`config.mk`:
```
export PLATFORM = sky130hd
export DESIGN_NAME = dclu_search
export DESIGN_NICKNAME = d
export VERILOG_FILES = /design/src/rtl/dclu_pkg.sv /design/src/rtl/dclu_search.sv
export SDC_FILE = /design/constraint.sdc
export NUM_CORES = 1
export LEC_CHECK = 0
export ABC_AREA = 0
export BUFFER_PORTS_ARGS = -buffer_cell sky130_fd_sc_hd__clkbuf_2
export CAP_MARGIN = 15
export CORE_MARGIN = 2
export CORE_UTILIZATION = 35
export DETAILED_ROUTE_END_ITERATION = 7
export PLACE_DENSITY = 0.54
export RECOVER_POWER = 100
export SYNTH_ARGS = -nofsm -noshare
export SYNTH_HDL_FRONTEND = slang
export SYNTH_SLANG_ARGS = --single-unit
```
`constraint.sdc`:
```
create_clock -name clk -period 6.6 [get_ports clk]
set_clock_uncertainty 0.15 [all_clocks]
set_input_delay 0.99 -clock clk [delete_from_list [all_inputs] [get_ports clk]]
set_output_delay 0.99 -clock clk [all_outputs]
set_load 0.01 [all_outputs]
```
`src/rtl/dclu_pkg.sv`:
```
package dclu_pkg;

    localparam int VALUE_W = 32;
    localparam int ID_W    = 10;
    localparam int POS_W   = 12;
    localparam int CMD_W   = 3;
    localparam int SIZE_W  = 11;
    localparam int CFG_W   = 11;

    localparam logic [ID_W-1:0] NULL_ID_RESET = 10'h3FF;
    localparam logic [ID_W-1:0] ID_ALL_ONES   = 10'h3FF;

    typedef enum logic [CMD_W-1:0] {
        CMD_DICT_WRITE = 3'd0,
        CMD_ROW_WRITE  = 3'd1,
        CMD_DECODE     = 3'd2,
        CMD_LOWER      = 3'd3,
        CMD_UPPER      = 3'd4
    } cmd_t;

    typedef enum logic {
        REG_DICT_SIZE = 1'b0,
        REG_NULL_ID   = 1'b1
    } reg_index_t;

    typedef struct packed {
        logic start;
        logic step;
        logic upper;
    } srch_ctrl_t;

    typedef struct packed {
        logic last;
    } srch_stat_t;

endpackage

```
`src/rtl/dclu_search.sv`:
```
module dclu_search #(
    parameter int DICT_DEPTH = 1024
) (
    input  logic                           clk,
    input  dclu_pkg::srch_ctrl_t           ctrl,
    input  logic [$clog2(DICT_DEPTH):0]    size,
    input  logic [dclu_pkg::VALUE_W-1:0]   key,
    input  logic [dclu_pkg::VALUE_W-1:0]   probe_data,
    output logic [$clog2(DICT_DEPTH)-1:0]  probe_addr,
    output logic [$clog2(DICT_DEPTH):0]    idx,
    output dclu_pkg::srch_stat_t           stat
);

    localparam int DA = $clog2(DICT_DEPTH);
    localparam int SW = DA + 1;

    logic [SW-1:0]                lo_reg, lo_next;
    logic [SW-1:0]                n_reg, n_next;
    logic [dclu_pkg::VALUE_W-1:0] key_reg, key_next;
    logic                         upper_reg, upper_next;

    logic [SW-1:0] half;
    logic [SW-1:0] lo_step;
    logic [SW-1:0] n_step;
    logic [SW-1:0] addr_full;
    logic          go_right;

    always_comb
    begin
        half     = n_reg >> 1;
        go_right = upper_reg ? (probe_data <= key_reg) : (probe_data < key_reg);
        lo_step  = go_right ? (lo_reg + half + SW'(1)) : lo_reg;
        n_step   = go_right ? (n_reg - half - SW'(1)) : half;

        lo_next    = lo_reg;
        n_next     = n_reg;
        key_next   = key_reg;
        upper_next = upper_reg;
        if (ctrl.start)
        begin
            lo_next    = '0;
            n_next     = size;
            key_next   = key;
            upper_next = ctrl.upper;
        end
        else if (ctrl.step)
        begin
            lo_next = lo_step;
            n_next  = n_step;
        end

        // next probe goes straight to the read port
        addr_full = ctrl.start ? (size >> 1) : (lo_step + (n_step >> 1));
    end

    always_ff @(posedge clk)
    begin
        lo_reg    <= lo_next;
        n_reg     <= n_next;
        key_reg   <= key_next;
        upper_reg <= upper_next;
    end

    assign probe_addr = addr_full[DA-1:0];
    assign idx        = lo_step;
    assign stat.last  = (n_step == '0);

endmodule

```
==> After elaboration in Yosys (flattened, before gate mapping) <==
Cells that the tools add are included.
{ "word_totals": {"wordCells": 19, "regBits": 55} }
{ "op_classes": {"add_sub_neg": 5, "order_cmp": 2, "reduce_logical": 2, "n_mux": 6} }
{ "ops": {"columns": ["op", "n"], "rows": [
  ["two-way mux 11 bit", 4],
  ["<= comparator 32 bit", 1],
  ["less-than comparator 32 bit", 1],
  ["adder 11 x 1 -> 11 bit (second input constant)", 1],
  ["adder 11 x 10 -> 11 bit", 1],
  ["logical NOT 11 bit", 1],
  ["subtractor 11 x 1 -> 11 bit (second input constant)", 1],
  ["subtractor 11 x 10 -> 11 bit", 1],
  ["adder 10 bit", 1],
  ["two-way mux 10 bit", 1],
  ["nonzero test 2 bit", 1],
  ["two-way mux 1 bit", 1]
]} }

==> Depth between registers and ports, before layout <==
{ "logic_depth": {"word_depth": 5, "ltp_mapped": 22, "ltp_nobuf": 19} }

==> Worst setup path after synthesis <==
OpenSTA, ideal clock, no wires.
{ "synth_path": {"path_type": "in2out", "startpoint": "input port probe_data[30] in the netlist's numbering", "endpoint": "output port probe_addr[6]", "t_required_ns": 5.460, "arrival_ns": 5.197, "cell_stages": 20, "path_slack_ns": 0.263, "n_path_buf": 3, "path_cell_list": "ha_1 > nand4_2 > or3_1 > a221oi_2 > o31ai_2 > and2_1 > buf_6 > buf_6 > buf_2 > a21oi_1 > ha_1 > inv_1 > fa_1 > inv_1 > a21oi_1 > maj3_1 > a21boi_0 > nor2_1 > a21oi_1 > o311ai_0"} }
{ "synth_via": {"elab_chain_len": 5, "elab_cells_between_ends": 7, "cone_classes": "add/sub (1); order compare (2); mux (4)"} }
{ "synth_lines": {"columns": ["item", "line", "text"], "rows": [
  ["from (decl)", "dclu_search.sv:8", "input logic [dclu_pkg::VALUE_W-1:0] probe_data,"],
  ["less-than comparator 32 bit or <= comparator 32 bit (tied branches)", "dclu_search.sv:31", "go_right = upper_reg ? (probe_data <= key_reg) : (probe_data < key_reg);"],
  ["two-way mux 1 bit *", "dclu_search.sv:31", null],
  ["two-way mux 11 bit *", "dclu_search.sv:32", "lo_step = go_right ? (lo_reg + half + SW'(1)) : lo_reg;"],
  ["via idx[0]", "dclu_search.sv:10", "output logic [$clog2(DICT_DEPTH):0] idx,"],
  ["adder 10 bit *", "dclu_search.sv:53", "addr_full = ctrl.start ? (size >> 1) : (lo_step + (n_step >> 1));"],
  ["two-way mux 10 bit *", "dclu_search.sv:53", null],
  ["to (decl)", "dclu_search.sv:9", "output logic [$clog2(DICT_DEPTH)-1:0] probe_addr,"]
]} }
The timed path passes the listed nets; every way through them passes the cells marked *.

==> Worst setup path in the final report <==
{ "layout_path": {"startpoint": "input port probe_data[27] in the netlist's numbering", "endpoint": "output port probe_addr[9]"} }
{ "layout_via": {"elab_chain_len": 5, "elab_cells_between_ends": 7, "cone_classes": "add/sub (1); order compare (2); mux (4)"} }
{ "layout_lines": {"columns": ["item", "line"], "rows": [
  ["less-than comparator 32 bit or <= comparator 32 bit (tied branches)", "dclu_search.sv:31"],
  ["two-way mux 1 bit *", "dclu_search.sv:31"],
  ["two-way mux 11 bit (on tied branches)", "dclu_search.sv:32, dclu_search.sv:33"],
  ["adder 10 bit *", "dclu_search.sv:53"],
  ["two-way mux 10 bit *", "dclu_search.sv:53"]
]} }
Every way passes the cells marked *; elsewhere a longest branch is shown, timed or not.

==> results.ini <==
[logic_synthesis]
synthArstFlopShare=0
synth_edf_count=44
ys_ff_latch=55
synth-main-ff-cell=edfxtp_1
syn_nets=605
syn_avg_cell_area_um2=9.66
synth_warnings=0
syn-cell-area_mm2=0.00447
netlist_instances=463
ys_seq_area_frac=0.345
yosysUniqueCellTypes=60

[clock_network]
clkSinkCount=55
cts_tree=yes
cts_buffers=5
clock_latency_ns=0.30
cts.path.max_buffers=2
post-cts-setup-buffers=0
cts_root_buf=clkbuf_16
clk_pin_slew_ns=0.08
hold_buffers=0
post_cts_resized=0
htreeDepth=2

[sta]
tightestPinTransition_ns=0.798
max_freq_ghz=0.159
rsz0062_at_grt=no
relSlewSlack=0.467
drv_slew=0
layout_min_cycle_time_ns=6.30
fin_crit_sh=0.954
setup_viol=0
fin_tns_setup_ns=0
hold_viol_final=0
whs_ns=0.364

[hold_path]
worstHoldPathCells=2
hold_end=lo_reg[7]
holdCritStartpoint=lo_reg[7]
hp-class=reg2reg

[global_routing]
grt_max_degree=60
grtUsageTotal=0.170
gr-total-overflow=0
antenna_found_initial=0
grt_pass1_wl_um=17900
grt_pass1_vias=3703

[detailed_routing]
drtIter0Drc=184
vias_per_cell=5.02
drcViolationCount=0
vias=3710
drt-total-wl_um=11500
avgRoutedWirePerCell_um=15.5
first_pass_iters=4
detail-route-antenna-nets=0

[critical_path]
worstSetupPathType=in2out
critPathLaunch=probe_data[27]
cp_max_fo=31
r2r-start=n_reg[2]
cp.arrival_ns=5.16
end_kind=primary output
r2r_end=n_reg[9]
startpoint_type=primary input
r2r_cells=10
ff2ff_setup_slack_ns=3.50
required_ns=5.46

[flow_run]
maxCapViolCount=0

[die]
ios=101
start_util=0.356
core_mm2=0.0126
die-area_mm2=0.0137
die_h_um=117
rows=41
die_x_um=117

[final_layout]
drive_gt1_frac=0.199
area_growth_syn_to_layout_pct=19.1
final_nets=708
nFillCells=1256
diodes=0
largest_register_ffs=32

[pwr]
ir_worst_vdd_mv=0.325
p_leak_nw=2.54
power_density_mw_per_mm2=523
p_total_w=0.00278

[placed_design]
portBuffers=100
place_hpwl_um=9190
place_congestion=0.841

[run_status]
status=finished clean

-- cell type report --
type,count,area (um^2),area share
Inverter,66,248,0.0465
Multi-Input combinational cell,332,2620,0.492
Timing Repair Buffer,106,532,0.0999
Sequential cell,55,1540,0.289
Tap cell,172,215,0.0404
Clock buffer,6,129,0.0242
Clock inverter,2,37.5,0.00705
-- through the flow --
stage	cell area [um^2]	util	cells	worst slack, ns
6_report	5330	0.424	739	0.303
5_1_grt	5330	0.424	739	0.0140
4_1_cts	5350	0.426	739	0.208
3_5_place_dp	5180	0.412	731	0.238
3_3_place_gp	5180	0.412	731	0.359
2_1_floorplan	4470	-	463	0.263
-- cell families after synthesis --
logic type / count (synthesis) / synth area share
simple gates: 114 / 0.127
compound gates: 111 / 0.173
buf+inv: 76 / 0.0691
fa+ha+maj: 65 / 0.186
flops: 55 / 0.345
mux: 24 / 0.0585
xor+xnor: 18 / 0.0414
-- layout by cell type, fill, tap and decap left out, drive strengths merged, types with 3 or more instances in the layout --
cell    instances
and3            3
a31oi           5
dfxtp          11
inv            66
nor2           36
o21bai          3
clkbuf        108
xnor2           7
or2             3
nand3          11
and2            4
edfxtp         44
a211oi          4
nand2          22
a21oi          36
buf             4
a21boi          4
nor3           11
or3             3
nand4           7
nor4            3
xor2            9
nor2b           6
mux2           11
ha             60
o21a            7
mux2i          13
a311oi          3
fa              3
o21ai          14
a21o           12
o211ai          3
o31ai           3
-- synthesized netlist by cell type, types with 9 or more instances --
master	count	area share
nand3_1	11	0.012
mux2_2	10	0.025
nor2_1	36	0.030
ha_1	60	0.17
nor3_1	11	0.012
a21oi_1	36	0.040
nand2_1	22	0.018
mux2i_1	12	0.027
xor2_1	9	0.018
o21ai_0	13	0.015
edfxtp_1	44	0.30
inv_1	66	0.055
dfxtp_1	11	0.049
a21o_1	11	0.018
-- worst max-delay path: stages --
cell	delay, ns
clkbuf_1	0.09
ha_1	0.31
nand4_1	0.16
or3_1	0.42
a221oi_2	0.20
o31ai_2	0.11
and2_1	0.20
buf_12	0.17
a21oi_1	0.31
inv_1	0.08
ha_1	0.27
a21o_1	0.19
a21o_1	0.19
maj3_1	0.38
nand3_1	0.10
a21oi_1	0.07
a2111oi_4	0.34
xnor3_1	0.27
o21ai_1	0.12
clkbuf_2	0.15
-- power by group --
part / total, W / switching, W / internal [W]
clock network: 0.000315 / 0.000135 / 0.000180
logic: 0.00196 / 0.00111 / 0.000842
registers: 0.000512 / 0.0000620 / 0.000450
total: 0.00278 / 0.00131 / 0.00147
-- how the worst max path moves through the flow --
stage	slack, ns	cells after the start	end
floorplan	0.26	20	probe_addr[6]
global placement	0.36	20	probe_addr[6]
detailed placement	0.24	21	probe_addr[6]
CTS	0.21	21	probe_addr[6]
global route	0.01	20	probe_addr[6]
finish	0.30	20	probe_addr[9]
-- layer usage --
| metal | GRT usage | wire, um | part of all wire | vias up |
|---|---|---|---|---|
| met5 | 0 | 0 | 0 | - |
| met4 | 0.0541 | 162 | 0.014 | 0 |
| met3 | 0.0288 | 649 | 0.057 | 12 |
| met2 | 0.309 | 5570 | 0.49 | 95 |
| met1 | 0.205 | 5090 | 0.44 | 1724 |
| li1 | - | - | - | 1879 |
No activity file was read; power rests on OpenSTA's default activity.
